$ cat src/rtl/core/twi_pkg.sv
`timescale 1ns / 1ps
`default_nettype none
// ----------------------------------------------------------------------------
// twi_pkg
// Shared types, constants and helpers for the letter trie builder.
// ----------------------------------------------------------------------------
package twi_pkg;

	localparam int MAX_NODES  = 1024;
	localparam int LETTERS    = 26;
	localparam int CASE_GAP   = 32;
	localparam int DEPTH      = MAX_NODES * LETTERS;
	localparam int NODE_W     = 10;
	localparam int COUNT_W    = 11;
	localparam int LETTER_W   = 5;
	localparam int ADDR_W     = $clog2(DEPTH);
	localparam int ENTRY_W    = 12;

	// input modes
	localparam logic [1:0] MODE_TEXT = 2'd0;
	localparam logic [1:0] MODE_END  = 2'd1;
	localparam logic [1:0] MODE_READ = 2'd2;

	// entry marks
	localparam logic [1:0] MARK_NONE    = 2'd0;
	localparam logic [1:0] MARK_FOLLOWS = 2'd1;
	localparam logic [1:0] MARK_END     = 2'd2;

	typedef enum logic [1:0] {
		OP_LETTER,
		OP_CLOSE,
		OP_READ,
		OP_NOP
	} op_kind_t;

	typedef struct packed {
		op_kind_t              kind;
		logic [LETTER_W-1:0]   letter;
		logic [NODE_W-1:0]     node;
	} op_t;

	typedef enum logic [2:0] {
		B_CLEAR,
		B_IDLE,
		B_LINK,
		B_CUR,
		B_RESP
	} back_state_t;

	// table address of one entry: node * 26 + letter, by shifts and adds
	function automatic logic [ADDR_W-1:0] slot_addr(input logic [NODE_W-1:0] node,
							input logic [LETTER_W-1:0] letter);
		logic [ADDR_W-1:0] n;
		n = ADDR_W'(node);
		return (n << 4) + (n << 3) + (n << 1) + ADDR_W'(letter);
	endfunction

endpackage
`default_nettype wire

$ cat src/rtl/core/twi_if.sv
`timescale 1ns / 1ps
`default_nettype none
// ----------------------------------------------------------------------------
// twi_in_if / twi_out_if
// Valid/ready channels for text items and for results.
// ----------------------------------------------------------------------------
interface twi_in_if;
	logic        valid;
	logic        ready;
	logic [1:0]  mode;
	logic [7:0]  text_byte;
	logic [9:0]  read_node;
	logic [4:0]  read_letter;

	modport source (output valid, mode, text_byte, read_node, read_letter, input ready);
	modport sink   (input valid, mode, text_byte, read_node, read_letter, output ready);
endinterface

`default_nettype wire

$ cat src/rtl/core/twi_front.sv
`timescale 1ns / 1ps
`default_nettype none
// ----------------------------------------------------------------------------
// twi_front
// Accepts input items and classifies them into trie operations.
// ----------------------------------------------------------------------------
module twi_front
	import twi_pkg::*;
(
	twi_in_if.sink         in,
	input  logic           q_ready,
	output logic           q_push,
	output op_t            q_op
);

	logic [7:0] lc;
	logic       is_lower;
	logic       is_upper;

	assign in.ready = q_ready;
	assign q_push   = in.valid & q_ready;

	// fold case and sort the item
	always_comb begin
		is_lower = (in.text_byte >= 8'(int'("a"))) && (in.text_byte <= 8'(int'("z")));
		is_upper = (in.text_byte >= 8'(int'("A"))) && (in.text_byte <= 8'(int'("Z")));
		lc       = is_upper ? in.text_byte + 8'(CASE_GAP) : in.text_byte;
		q_op.letter = LETTER_W'(lc - 8'(int'("a")));
		q_op.node   = in.read_node;
		unique case (in.mode)
			MODE_TEXT: q_op.kind = (is_lower || is_upper) ? OP_LETTER : OP_CLOSE;
			MODE_END:  q_op.kind = OP_CLOSE;
			MODE_READ: begin
				q_op.kind   = ((32'(in.read_letter) < LETTERS) &&
					       (32'(in.read_node) < MAX_NODES)) ? OP_READ : OP_NOP;
				q_op.letter = in.read_letter;
			end
			default:   q_op.kind = OP_NOP;
		endcase
	end

endmodule
`default_nettype wire

$ cat src/flat_wrapper.sv
// flat-port wrapper written by rule: the top's interface ports become plain ports
module twi_front_flat import twi_pkg::*;
  (q_ready, q_push, q_op, in_valid, in_mode, in_text_byte, in_read_node, in_read_letter, in_ready);
  twi_in_if in_i ();
  input  logic q_ready;
  output logic q_push;
  output op_t q_op;
  input wire logic [$bits(in_i.valid)-1:0] in_valid;
  input wire logic [$bits(in_i.mode)-1:0] in_mode;
  input wire logic [$bits(in_i.text_byte)-1:0] in_text_byte;
  input wire logic [$bits(in_i.read_node)-1:0] in_read_node;
  input wire logic [$bits(in_i.read_letter)-1:0] in_read_letter;
  output wire logic [$bits(in_i.ready)-1:0] in_ready;
  assign in_i.valid = in_valid;
  assign in_i.mode = in_mode;
  assign in_i.text_byte = in_text_byte;
  assign in_i.read_node = in_read_node;
  assign in_i.read_letter = in_read_letter;
  assign in_ready = in_i.ready;
  twi_front u_core (.in(in_i), .q_ready(q_ready), .q_push(q_push), .q_op(q_op));
endmodule
$ cat config.mk
export PLATFORM = sky130hd
export DESIGN_NAME = twi_front_flat
export DESIGN_NICKNAME = d
export VERILOG_FILES = /design/src/rtl/core/twi_pkg.sv /design/src/rtl/core/twi_if.sv /design/src/rtl/core/twi_front.sv /design/src/flat_wrapper.sv
export SDC_FILE = /design/constraint.sdc
export NUM_CORES = 1
export LEC_CHECK = 0
export BUFFER_PORTS_ARGS = -buffer_cell sky130_fd_sc_hd__buf_2
export CORE_AREA = 2 2 39 41
export DETAILED_ROUTE_END_ITERATION = 12
export DIE_AREA = 0 0 41 43
export SLEW_MARGIN = 20
export SYNTH_ARGS = -nofsm -noshare
export SYNTH_HDL_FRONTEND = slang
export SYNTH_SLANG_ARGS = --single-unit
$ cat constraint.sdc
create_clock -name vclk -period 1.15
set_input_delay 0.23 -clock vclk [all_inputs]
set_output_delay 0.23 -clock vclk [all_outputs]
set_load 0.05 [all_outputs]
== Word-level counts from Yosys, hierarchy flattened ==
Index checks and enable logic that the tools add are counted.

* Register bits: 0
* Input bits: 27

* $add $sub $neg: 2
* Order comparisons: 5
* Eq/ne operators: 2
* Muxes and demuxes: 5
* Bitwise operators: 1
* Reductions and logical operators: 4

{| class="wikitable"
|+ Operator list
! kind !! number
|-
| greater-or-equal comparator 8 x 7 -> 1 bit (second input constant) || 2
|-
| <= comparator 8 x 7 -> 1 bit (second input constant) || 2
|-
| 2-to-1 mux 5 bit || 2
|-
| case mux 2 bit (3 select lines) || 1
|-
| adder 5 x 1 -> 5 bit (second input constant) || 1
|-
| less-than comparator 5 bit (second input constant) || 1
|-
| subtractor 5 x 1 -> 5 bit (second input constant) || 1
|-
| == test 2 x 1 -> 1 bit (second input constant) || 1
|-
| == test 2 bit (second input constant) || 1
|-
| logical AND 1 bit || 2
|-
| logical NOT 2 bit || 1
|-
| 2-to-1 mux 1 bit || 2
|-
| bitwise AND 1 bit || 1
|-
| logical OR 1 bit || 1
|}

== Longest topological paths before layout ==
* Depth after elaboration: 5
* Gate-level depth with buffers: 5
* Mapped depth without buffers: 5

== Least setup slack after synthesis ==
OpenSTA, ideal clock, no wires.

* Kind: input -> output
* Start point: in in_text_byte[0]
* End point: out q_op[15] (netlist bit)
* Arrival: 1.495 ns
* Required time: 0.920 ns
* Slack: -0.575 ns
* Stages: 5
* Path buffers: 0
* Cell sequence: inv_1 > ha_1 > o21ai_0 > a41oi_1 > o211ai_1

{| class="wikitable"
|+ RTL lines
! element !! RTL line !! RTL
|-
| start: declaration || flat_wrapper.sv:10 || <nowiki>input wire logic [$bits(in_i.text_byte)-1:0] in_text_byte;</nowiki>
|-
| end: declaration || flat_wrapper.sv:7 || <nowiki>output op_t q_op;</nowiki>
|}

==> metrics.csv <==
metric,value,unit
drv_cap,0,
endpoint_kind,output pin,
dr_total_vias,379,
seq_cell_count,0,
outcome,"finished, violations left",
cp-start-kind,primary input,
routabilityCongestion,0.740,
drt_pass1_iterations,2,
detailedPlace.worstSlack,-0.410,ns
drt_iter0_drc,2,
seq_area,0,µm²
busiest_layer,met2,
setup_viol,4,
path_class,primary input to output pin,
period_needed,1.36,ns
crit_arrival,1.13,ns
placed_cell_area,494,µm²
max_freq,734,MHz
layout_setup_ws,-0.212,ns
finalCritPeriodShare,118,%
initial_core_util,21.4,%
grt_pass1_wl,1490,µm
fin_nets,99,
avgSynthCellArea,6.59,µm²
layoutNonFillerInstCount,83,
hold_depth,0,
total_leakage_power,0.307,nW
final_util,52.8,%
ios,46,
rsz0062_at_grt,true,
worstPathRequired,0.92,ns
dp_hpwl,689,µm
drv_slew,0,
syn-cell-area,297,µm²
synth_nets,75,
wl,971,µm
violations,negative setup slack,
port_buffers,26,
grt_pass1_vias,358,
finalInstanceArea,731,µm²
dp_cells,80,
antenna_left,0,
ys_types,22,
grtUsageMet1,12.7,%
grt_overflow_total,0,
syn_to_final_growth,146,%
wl_per_cell,11.7,µm
peakVddDrop,233,µV
min_to,q_op[1],
hp-class,primary input to output pin,
antenna_found_initial,0,
drive_gt1_share,85.1,%
slew_headroom,83.4,%
post_drt_via_cell_ratio,4.57,
min_from,in_read_node[1],
critPathMaxFanout,4,
multi_input_area,363,µm²
netlist_instances,45,
diodes,0,
num-clock-buffers,0,
yosysWarnings,0,
grt_max_degree,6,
power_density,532,nW/µm²
hold_viol,0,
num_rows,14,
nFillCells,128,
coreArea,1380,µm²
die_h,43,µm
die_w,41,µm
track_usage,11.5,%
drc_errors,0,
die_area,1760,µm²
use_met3,1.57,%
grt_use_met2,22.5,%
ctsHoldBuffers,0,
worst_slew_pin_slew,0.251,ns
ys_seq_area_share,0,%
-- report_power, final --
part	leakage, nW	internal [W]	switching [W]
Combinational	0.307	0.000180	0.000209
Clock	0	0	0
Sequential	0	0	0
-- layer usage --
layer / vias up / wire length, µm
met5: - / 0
met4: 0 / 0
met3: 0 / 86
met2: 16 / 554
met1: 177 / 329
li1: 186 / -
-- logic make-up (layout without fill, tap and decap cells) --
logic type	count (synthesis)	after routing	synth area share (%)
compound gates	10	10	20.7
xor+xnor	3	3	8.86
fa+ha+maj	3	3	12.7
buf+inv	15	37	33.3
simple gates	14	14	24.5
-- synth_stat cells (all sizes together) --
| cell | n | area [µm²] |
|---|---|---|
| ha | 3 | 37.5 |
| o21ai | 1 | 5.00 |
| nand3b | 1 | 7.51 |
| a21oi | 5 | 25.0 |
| a41oi | 1 | 8.76 |
| nor2 | 6 | 25.0 |
| and2 | 1 | 6.26 |
| xor2 | 1 | 8.76 |
| clkbuf | 1 | 3.75 |
| nand3 | 1 | 5.00 |
| o211ai | 1 | 7.51 |
| buf | 12 | 87.6 |
| nand2 | 2 | 7.51 |
| a31oi | 1 | 6.26 |
| inv | 2 | 7.51 |
| o2111ai | 1 | 8.76 |
| nor3 | 2 | 15.0 |
| xnor2 | 2 | 17.5 |
| nand2b | 1 | 6.26 |
-- placed cells by master (no fill, tap or decap), drive strengths merged --
| master | Yosys | routed |
|---|---|---|
| a21oi | 5 | 5 |
| a31oi | 1 | 1 |
| a41oi | 1 | 1 |
| and2 | 1 | 1 |
| buf | 12 | 35 |
| ha | 3 | 3 |
| inv | 2 | 2 |
| nand2 | 2 | 2 |
| nand2b | 1 | 1 |
| nand3 | 1 | 1 |
| nand3b | 1 | 1 |
| nor2 | 6 | 6 |
| nor3 | 2 | 2 |
| o2111ai | 1 | 1 |
| o211ai | 1 | 1 |
| o21ai | 1 | 1 |
| xnor2 | 2 | 2 |
| xor2 | 1 | 1 |
-- worst max-delay path by stage --
stage / startpoint / endpoint / slack [ns]
floorplan: in_text_byte[0] / q_op[15] / -0.48
global placement: in_text_byte[0] / q_op[15] / -0.40
detailed placement: in_text_byte[0] / q_op[14] / -0.41
CTS: in_text_byte[0] / q_op[15] / -0.21
global route: in_text_byte[0] / q_op[15] / -0.26
finish: in_text_byte[0] / q_op[15] / -0.21
-- worst max-delay path: stages --
cell,delay [ns]
buf_12,0.10
inv_12,0.03
ha_4,0.14
o21ai_2,0.11
a41oi_1,0.11
o211ai_1,0.19
buf_4,0.23
-- per-stage QoR --
step	hold WS (ns)	power [W]	setup TNS, ns
floorplan	0.554	0.000277	-0.635
global placement	0.460	0.000274	-1.85
detailed placement	0.460	0.000276	-1.91
CTS	0.460	0.000381	-0.668
global route	0.460	0.000409	-0.840
finish	0.460	0.000388	-0.630
-- cell type report --
type	count	area share, %
inverters	2	3.42
multi-input cells	30	49.7
well taps	16	2.74
repair buffers	35	44.2
-- repair_timing --
item | 4_1_cts | 5_1_grt
pin swaps | 9 | 3
gates cloned | 1 | 0
hold endpoints to repair | 0 | 0
buffers inserted | 2 | 0
resized for setup | 40 | 6
endpoints found under the setup margin | 6 | 6
Note: power is estimated with default switching activity, not from simulation.
