--- src/rtl/core/twi_pkg.sv ---
`timescale 1ns / 1ps
`default_nettype none
// ----------------------------------------------------------------------------
// twi_pkg
// Shared types, constants and helpers for the letter trie builder.
// ----------------------------------------------------------------------------
package twi_pkg;

	localparam int MAX_NODES  = 1024;
	localparam int LETTERS    = 26;
	localparam int CASE_GAP   = 32;
	localparam int DEPTH      = MAX_NODES * LETTERS;
	localparam int NODE_W     = 10;
	localparam int COUNT_W    = 11;
	localparam int LETTER_W   = 5;
	localparam int ADDR_W     = $clog2(DEPTH);
	localparam int ENTRY_W    = 12;

	// input modes
	localparam logic [1:0] MODE_TEXT = 2'd0;
	localparam logic [1:0] MODE_END  = 2'd1;
	localparam logic [1:0] MODE_READ = 2'd2;

	// entry marks
	localparam logic [1:0] MARK_NONE    = 2'd0;
	localparam logic [1:0] MARK_FOLLOWS = 2'd1;
	localparam logic [1:0] MARK_END     = 2'd2;

	typedef enum logic [1:0] {
		OP_LETTER,
		OP_CLOSE,
		OP_READ,
		OP_NOP
	} op_kind_t;

	typedef struct packed {
		op_kind_t              kind;
		logic [LETTER_W-1:0]   letter;
		logic [NODE_W-1:0]     node;
	} op_t;

	typedef enum logic [2:0] {
		B_CLEAR,
		B_IDLE,
		B_LINK,
		B_CUR,
		B_RESP
	} back_state_t;

	// table address of one entry: node * 26 + letter, by shifts and adds
	function automatic logic [ADDR_W-1:0] slot_addr(input logic [NODE_W-1:0] node,
							input logic [LETTER_W-1:0] letter);
		logic [ADDR_W-1:0] n;
		n = ADDR_W'(node);
		return (n << 4) + (n << 3) + (n << 1) + ADDR_W'(letter);
	endfunction

endpackage
`default_nettype wire

--- src/rtl/core/twi_queue.sv ---
`timescale 1ns / 1ps
`default_nettype none
// ----------------------------------------------------------------------------
// twi_queue
// Two-entry operation queue between the front and the back.
// ----------------------------------------------------------------------------
module twi_queue
	import twi_pkg::*;
(
	input  logic clk,
	input  logic arst_n,
	input  logic push,
	input  op_t  push_op,
	output logic push_ready,
	input  logic pop,
	output logic pop_valid,
	output op_t  pop_op
);

	op_t        buf_q [2];
	logic       wr_q;
	logic       rd_q;
	logic [1:0] cnt_q;

	assign push_ready = (cnt_q != 2'd2);
	assign pop_valid  = (cnt_q != 2'd0);
	assign pop_op     = buf_q[rd_q];

	// pointers and fill level
	always_ff @(posedge clk or negedge arst_n) begin
		if (!arst_n) begin
			wr_q  <= 1'b0;
			rd_q  <= 1'b0;
			cnt_q <= 2'd0;
		end else begin
			if (push) wr_q <= ~wr_q;
			if (pop)  rd_q <= ~rd_q;
			cnt_q <= cnt_q + 2'(push) - 2'(pop);
		end
	end

	// storage
	always_ff @(posedge clk) begin
		if (push) buf_q[wr_q] <= push_op;
	end

endmodule
`default_nettype wire

--- config.mk ---
export PLATFORM = sky130hd
export DESIGN_NAME = twi_queue
export DESIGN_NICKNAME = d
export VERILOG_FILES = /design/src/rtl/core/twi_pkg.sv /design/src/rtl/core/twi_queue.sv
export SDC_FILE = /design/constraint.sdc
export NUM_CORES = 1
export LEC_CHECK = 0
export ABC_CLOCK_PERIOD_IN_PS = 2100
export BUFFER_PORTS_ARGS = -buffer_cell sky130_fd_sc_hd__buf_2
export CAP_MARGIN = 20
export CORE_ASPECT_RATIO = 2
export CORE_MARGIN = 5
export CORE_UTILIZATION = 42
export CTS_BUF_LIST = sky130_fd_sc_hd__clkbuf_8
export CTS_CLUSTER_DIAMETER = 50
export DETAILED_ROUTE_END_ITERATION = 8
export HOLD_SLACK_MARGIN = 0.12
export PLACE_DENSITY = 0.66
export SLEW_MARGIN = 30
export SYNTH_ARGS = -nofsm -noshare
export SYNTH_HDL_FRONTEND = slang
export SYNTH_SLANG_ARGS = --single-unit
--- constraint.sdc ---
create_clock -name clk -period 2.1 [get_ports clk]
set_input_delay 0.105 -clock clk [delete_from_list [all_inputs] [get_ports clk]]
set_output_delay 0.105 -clock clk [all_outputs]
set_load 0.01 [all_outputs]
After elaboration in Yosys (flattened, before gate mapping)
Memory sizes are Yosys's and may differ from the RTL's. Index checks and enable logic that the tools add are counted.

Flip-flop bits (word level): 4. RAM bits: 34. Input port bits: 21. Output and inout bits: 19. Memories: 1.

Add/sub/neg operators: 2. Equal/unequal tests: 1. Multiplexer cells: 2. Bitwise operators: 2. Reduce and logical (&&, ||, !) cells: 1.

Memories: buf_q (words 2, width 17, rd ports 1, clocked after Yosys merged registers in 0, wr ports 1, line twi_queue.sv:20) `op_t buf_q [2];`.

Operators with widths (number): 2-bit by 1-bit adder with 2-bit output (1); 1-bit two-way mux (2); 2-bit != test (second input constant) (1); 1-bit inverter (2); 2-bit nonzero test (1); 2-bit by 1-bit subtractor with 2-bit output (1).

Longest topological paths before layout
Gate-level depths: netlist (run 1).

Depth after elaboration: 2. Depth in mapped cells: 5.

Worst setup path before layout (run 1)
Ideal clock, no wire load.

Path type: register -> register. From: register wr_q. To: memory buf_q[0][0] (netlist bit) (enable). Library setup time: 0.393 ns. Arrival: 1.183 ns. Required time: 1.707 ns. Setup slack: 0.525 ns. Cell stages (with the launch flop): 2. Clock period less this slack: 1.575 ns. Cell sequence: dfrtp_1 nor2b_1.

RTL lines: from (decl) (line twi_queue.sv:21) `logic wr_q;`; from (signal assigned) (line twi_queue.sv:36) `if (push) wr_q <= ~wr_q;`; to (decl) (line twi_queue.sv:20).

No word-level cell before the write port.

==> impl_metrics.tcl, run 1 <==
set metrics [dict create \
    status "complete, no violations" \
    drt_iter0_drc 9 \
    die_h_um 93.9 \
    synth.most_common_cell "edfxtp_1" \
    dp_hpwl_um 1860 \
    finalSetupViolCount 0 \
    reg2reg_slack_ns 0.87 \
    synth_top_area_share_pct 69.2 \
    rsz0062_at_grt "false" \
    ys.flop_type "edfxtp_1" \
    critical_path_class "flip-flop to output pin" \
    skew_ns 0.00713 \
    synth_fp_nets 91 \
    post-cts-setup-buffer-count 0 \
    cts-htree-levels 2 \
    cts_buffer_depth 2 \
    antenna_cells 0 \
    synth-seq-area-share_pct 75.9 \
    ant_nets 0 \
    critPathBufInv 2 \
    crit_family "buffers and inverters" \
    top_level_ports 40 \
    yosysWarnings 0 \
    cap_viol_max_count 0 \
    avgRoutedWirePerCell_um 13.6 \
    synth_top_area_cell "edfxtp_1" \
    async_reset_ff_share_pct 10.5 \
    antenna_found_initial 0 \
    yosysUniqueCellTypes 14 \
    placed_area_um2 1730 \
    crit_chain "buf_4, mux2_2, buf_2" \
    fp-row-count 30 \
    nFillCells 272 \
    ir_drop_mv 0.812 \
    core_um2 3420 \
    vias 798 \
    netlist_area_um2 1480 \
    ys_ff_latch 38 \
    grt_pass1_vias 861 \
    nets 159 \
    grt_max_degree 14 \
    syn_avg_cell_area_um2 21.7 \
    crit_path_end_kind "output pin" \
    viasPerCell 4.31 \
    hold_class "primary input to async pin" \
    cts_buffers 5 \
    post_cts_resized 0 \
    dieArea_um2 4870 \
    cp_max_fo 10 \
    final_area_um2 2020 \
    area.growth.synth_to_final_pct 36.5 \
    slowest_delay_ns 0.35 \
    drc 0 \
    cp-start-kind "flip-flop" \
    grt.overflow.total 0 \
    cts_root_buffer "clkbuf_8" \
    start_util_pct 43.2 \
    fin_crit_sh_pct 68.4 \
    max_freq_ghz 0.696 \
    clkSinkCount 38 \
    p_per_area_nw_per_um2 1160 \
    p_leak_nw 0.836 \
    grt_util_all_layers_pct 11.8 \
    ys_top_cells_by_area "edfxtp_1 69%, mux2_4 9.2%, dfrtp_1 6.8%" \
    maxSlewViolCount 0 \
    grt_pass1_wl_um 4060 \
    clk_latency_ns 0.28 \
    cp.arrival_ns 1.33 \
    wl_um 2510 \
    synth_edf_count 34 \
    cts_tree "done" \
    finalCriticalPeriod_ns 1.44 \
    port_buffers 39 \
    synth_commonest_cells "34 x edfxtp_1, 9 x mux2_4, 8 x mux2_2, 4 x dfrtp_1" \
    worst_pin_slew_ns 0.248 \
    place_congestion 0.651 \
    fin_tns_setup_ns 0 \
    slew-limit-headroom_pct 83.4 \
    finalHoldViolCount 0 \
    synth_cells 68 \
    worst_path_max_delay_cell "mux2_2" \
    dieWidth_um 51.9 \
    required_ns 2.00 \
    layout-drive-gt1-share_pct 50.4 \
    firstDrtPassIters 4 \
    cts.clk_slew.worst_paths_ns 0.07 \
]
## power breakdown
part / internal (W) / switching (W) / leakage [nW]
clock: 0.000225 / 0.000229 / 0.0491
sequential: 0.00101 / 0.0000570 / 0.366
combinational: 0.000440 / 0.000366 / 0.421
total: 0.00168 / 0.000652 / 0.836
## cell families (layout without fill, tap and decap cells)
logic type	after synthesis	in the layout	synth area share (%)
xor+xnor	3	3	2.80
fa+ha+maj	2	2	1.69
buf+inv	4	73	2.63
flops	38	38	75.9
mux	17	17	15.3
simple gates	4	4	1.70
## area by class of cell
class / count / area [µm²] / share of cell area [%]
Clock buffer: 5 / 68.8 / 3.41
Clock inverter: 3 / 13.8 / 0.683
Inverter: 2 / 7.51 / 0.372
Multi-Input combinational cell: 26 / 319 / 15.8
Sequential cell: 38 / 1120 / 55.6
Tap cell: 48 / 60.1 / 2.98
Timing Repair Buffer: 63 / 425 / 21.1
## worst paths after layout
kind	from	end	cells after the start
max	rd_q	pop_op[1]	3
min in group clk	wr_q	wr_q	1
min reg2reg	wr_q	wr_q	1
max reg2reg	wr_q	buf_q[0][5]	2
min	arst_n	wr_q	2
max in group asynchronous	arst_n	rd_q	2
## timing repair
item	CTS	global route
setup endpoints to repair	0	0
hold endpoints to repair	41	0
hold buffers	20	0
## layer usage
metal  wire (µm)  up-vias  global-route usage, %
met5           0        -                      0
met4          68        0                   6.56
met3         151        6                   3.34
met2        1400       30                   20.8
met1         893      372                   12.0
li1            -      390                      -
## flip-flops by register name, summed over array words and instances, names as in the netlist
signal / flops
rd_q: 1
buf_q: 34
wr_q: 1
cnt_q: 2
## placed cells by master, fill, tap and decap left out
master | synthesis | layout
clkbuf_8 | 0 | 5
and2_1 | 1 | 1
clkinv_2 | 0 | 2
xor3_1 | 1 | 1
mux2_2 | 8 | 8
buf_4 | 0 | 4
nand2b_1 | 1 | 1
dfrtp_1 | 4 | 4
buf_2 | 0 | 39
edfxtp_1 | 34 | 34
xor2_1 | 2 | 2
or2_2 | 1 | 1
mux2_4 | 9 | 9
ha_1 | 2 | 2
inv_1 | 2 | 3
nor2b_2 | 0 | 1
dlygate4sd3_1 | 0 | 20
## stage by stage
step | setup WS, ns | std cells | util, % | power [W] | hold WS [ns]
2_1_floorplan | 0.525 | 68 | - | 0.00165 | -0.191
3_3_place_gp | 0.918 | 157 | 50.7 | 0.00185 | -0.0847
3_5_place_dp | 0.851 | 157 | 50.7 | 0.00189 | -0.0821
4_1_cts | 0.639 | 185 | 59.0 | 0.00237 | 0.141
5_1_grt | 0.581 | 185 | 59.0 | 0.00247 | 0.148
6_report | 0.663 | 185 | 59.0 | 0.00233 | 0.146
## worst reg2reg max path, delay by kind of cell, from the launching register on
kind | cells | cell delay (ns)
buffers and inverters | 1 | 0.27
flip-flops | 1 | 0.40
AND/OR/NAND/NOR | 1 | 0.25
Power figures use the tool's default switching activity.
==> run 2, diff against run 1 <==
Settings changed: ABC_CLOCK_PERIOD_IN_PS 2100 to 1500.
Clock period 2.1 ns to 1.5 ns, I/O delays scaled along.
==> run 2 against run 1 <==
  * Largest power group unchanged
  * Setup slack got worse by 0.59 ns
  * Hold slack improved by 0.36 ns
  * Clock power rose by 44%
  * Critical endpoint is now cnt_q[1]
  * Non-clock buffer count rose by 4
  * First-iteration DRC count rose by 110%
  * Clock skew fell by 0.0046 ns
  * Die area did not move
==> impl_metrics.tcl, run 2 (synthesis gave the netlist of run 1 again) <==
set metrics [dict create \
    cts.clk_slew.worst_paths_ns 0.07 \
    finalWorstSetupSlack_ns 0.0771 \
    clkSinkCount 38 \
    finalCriticalPeriod_ns 1.42 \
    ir_drop_mv 1.18 \
    layout-drive-gt1-share_pct 50.4 \
    wl_um 2500 \
    grt_pass1_vias 929 \
    required_ns 1.98 \
    cts_buffers 5 \
    cts-htree-levels 2 \
    fin_tns_setup_ns 0 \
    slew-limit-headroom_pct 87.8 \
    place_congestion 0.622 \
    largest_register_ffs 34 \
    die_h_um 93.9 \
    core_um2 3420 \
    finalHoldViolCount 0 \
    vias 835 \
    dieWidth_um 51.9 \
    skew_ns 0.00257 \
    top_regs "buf_q x34, cnt_q x2" \
    drt_iter0_drc 19 \
    nFillCells 274 \
    grt.overflow.total 0 \
    dp_slack_ns 0.301 \
    ant_nets 0 \
    hold_class "flip-flop to flip-flop" \
    max_freq_ghz 0.703 \
    nets 163 \
    multi_input_comb_area_um2 319 \
    drc 0 \
    holdPathStages 1 \
    clk_latency_ns 0.28 \
    grt_util_all_layers_pct 11.9 \
    power.switching_w 0.000925 \
    area.growth.synth_to_final_pct 39.1 \
    fp-row-count 30 \
    regMostFlops "buf_q" \
    hold_path_startpoint "wr_q" \
    fin_crit_sh_pct 94.9 \
    cap_viol_max_count 0 \
    cts_root_buffer "clkbuf_8" \
    post_cts_resized 0 \
    dieArea_um2 4870 \
    cts_buffer_depth 2 \
    port_buffers 39 \
    status "complete, no violations" \
    r2r-end "cnt_q[1]" \
    viasPerCell 4.42 \
    avgRoutedWirePerCell_um 13.2 \
    post-route-util_pct 60.1 \
    switching_share_pct 28.0 \
    antenna_found_initial 0 \
    grt_pass1_wl_um 4010 \
    p_leak_nw 0.847 \
    critical_path_class "primary input to async pin" \
    final_common_cell "buf_2" \
    pwr-share-clk_pct 19.8 \
    reg2reg_slack_ns 0.30 \
    power_w 0.00330 \
    top_level_ports 40 \
    min_delay_worst_endpoint "wr_q" \
    cts_tree "done" \
    cp.arrival_ns 1.90 \
    firstDrtPassIters 3 \
    antenna_cells 0 \
    reg2regPathDepth 5 \
    p_comb_share_pct 34.9 \
    final_cell_mix "39 x buf_2, 34 x edfxtp_1, 22 x dlygate4sd3_1, 9 x mux2_4, 8 x mux2_2" \
    intPower_w 0.00237 \
    maxSlewViolCount 0 \
    power_frac_seq_pct 45.3 \
    ff_latch_area_um2 1120 \
    r2r_start "cnt_q[0]" \
    start_util_pct 43.2 \
    rsz0062_at_grt "false" \
    finalSetupViolCount 0 \
    p_per_area_nw_per_um2 1610 \
    cp-start-kind "primary input" \
    grt_max_degree 13 \
    crit_path_end_kind "async pin" \
    worst_pin_slew_ns 0.182 \
    cp_max_fo 3 \
]
[run 2: final cells by class]
| cell class | instances | share of cell area [%] |
|---|---|---|
| Clock buffer | 5 | 3.35 |
| Timing Repair Buffer | 67 | 22.4 |
| Sequential cell | 38 | 54.6 |
| Inverter | 2 | 0.366 |
| Tap cell | 48 | 2.93 |
| Clock inverter | 3 | 0.792 |
| Multi-Input combinational cell | 26 | 15.5 |
[run 2: worst max-delay path, cell delays in order]
cell           delay, ns
dlygate4sd3_1       0.53
dlygate4sd3_1       0.55
buf_2               0.12
dlygate4sd3_1       0.64
[run 2: worst max path at each step]
| stage | end | cells after the start | startpoint |
|---|---|---|---|
| after floorplan | buf_q[0][0] | 1 | wr_q |
| after global placement | cnt_q[1] | 5 | cnt_q[0] |
| after detailed placement | cnt_q[1] | 5 | cnt_q[0] |
| after CTS | pop_op[5] | 3 | rd_q |
| after global routing | cnt_q[1] | 4 | arst_n |
| final | cnt_q[1] | 4 | arst_n |
[run 2: power groups by stage]
stage          logic, W  clock network (W)  registers (W)
4_1_cts         0.00118           0.000676        0.00150
3_5_place_dp    0.00113                  0        0.00152
5_1_grt         0.00124           0.000725        0.00152
3_3_place_gp    0.00111                  0        0.00150
6_report        0.00115           0.000653        0.00150
2_1_floorplan  0.000808                  0        0.00150
[run 2: what timing repair did]
item                                   CTS  global route
hold buffers                            22             0
endpoints found under the hold margin   41             0
setup buffers                            0             0
[run 2: stage by stage]
step | hold slack, ns | instances | cell area (µm²)
finish | 0.506 | 189 | 2050
floorplan | -0.221 | 68 | 1480
global route | 0.518 | 189 | 2050
CTS | 0.491 | 189 | 2050
detailed placement | -0.112 | 159 | 1750
global placement | -0.116 | 159 | 1750
[run 2: per-layer routing]
layer / global-route usage [%] / up-vias / routed length [µm]
met5: 0 / - / 0
met4: 7.88 / 0 / 76
met3: 3.82 / 6 / 153
met2: 22.7 / 25 / 1510
met1: 9.21 / 405 / 764
li1: - / 399 / -
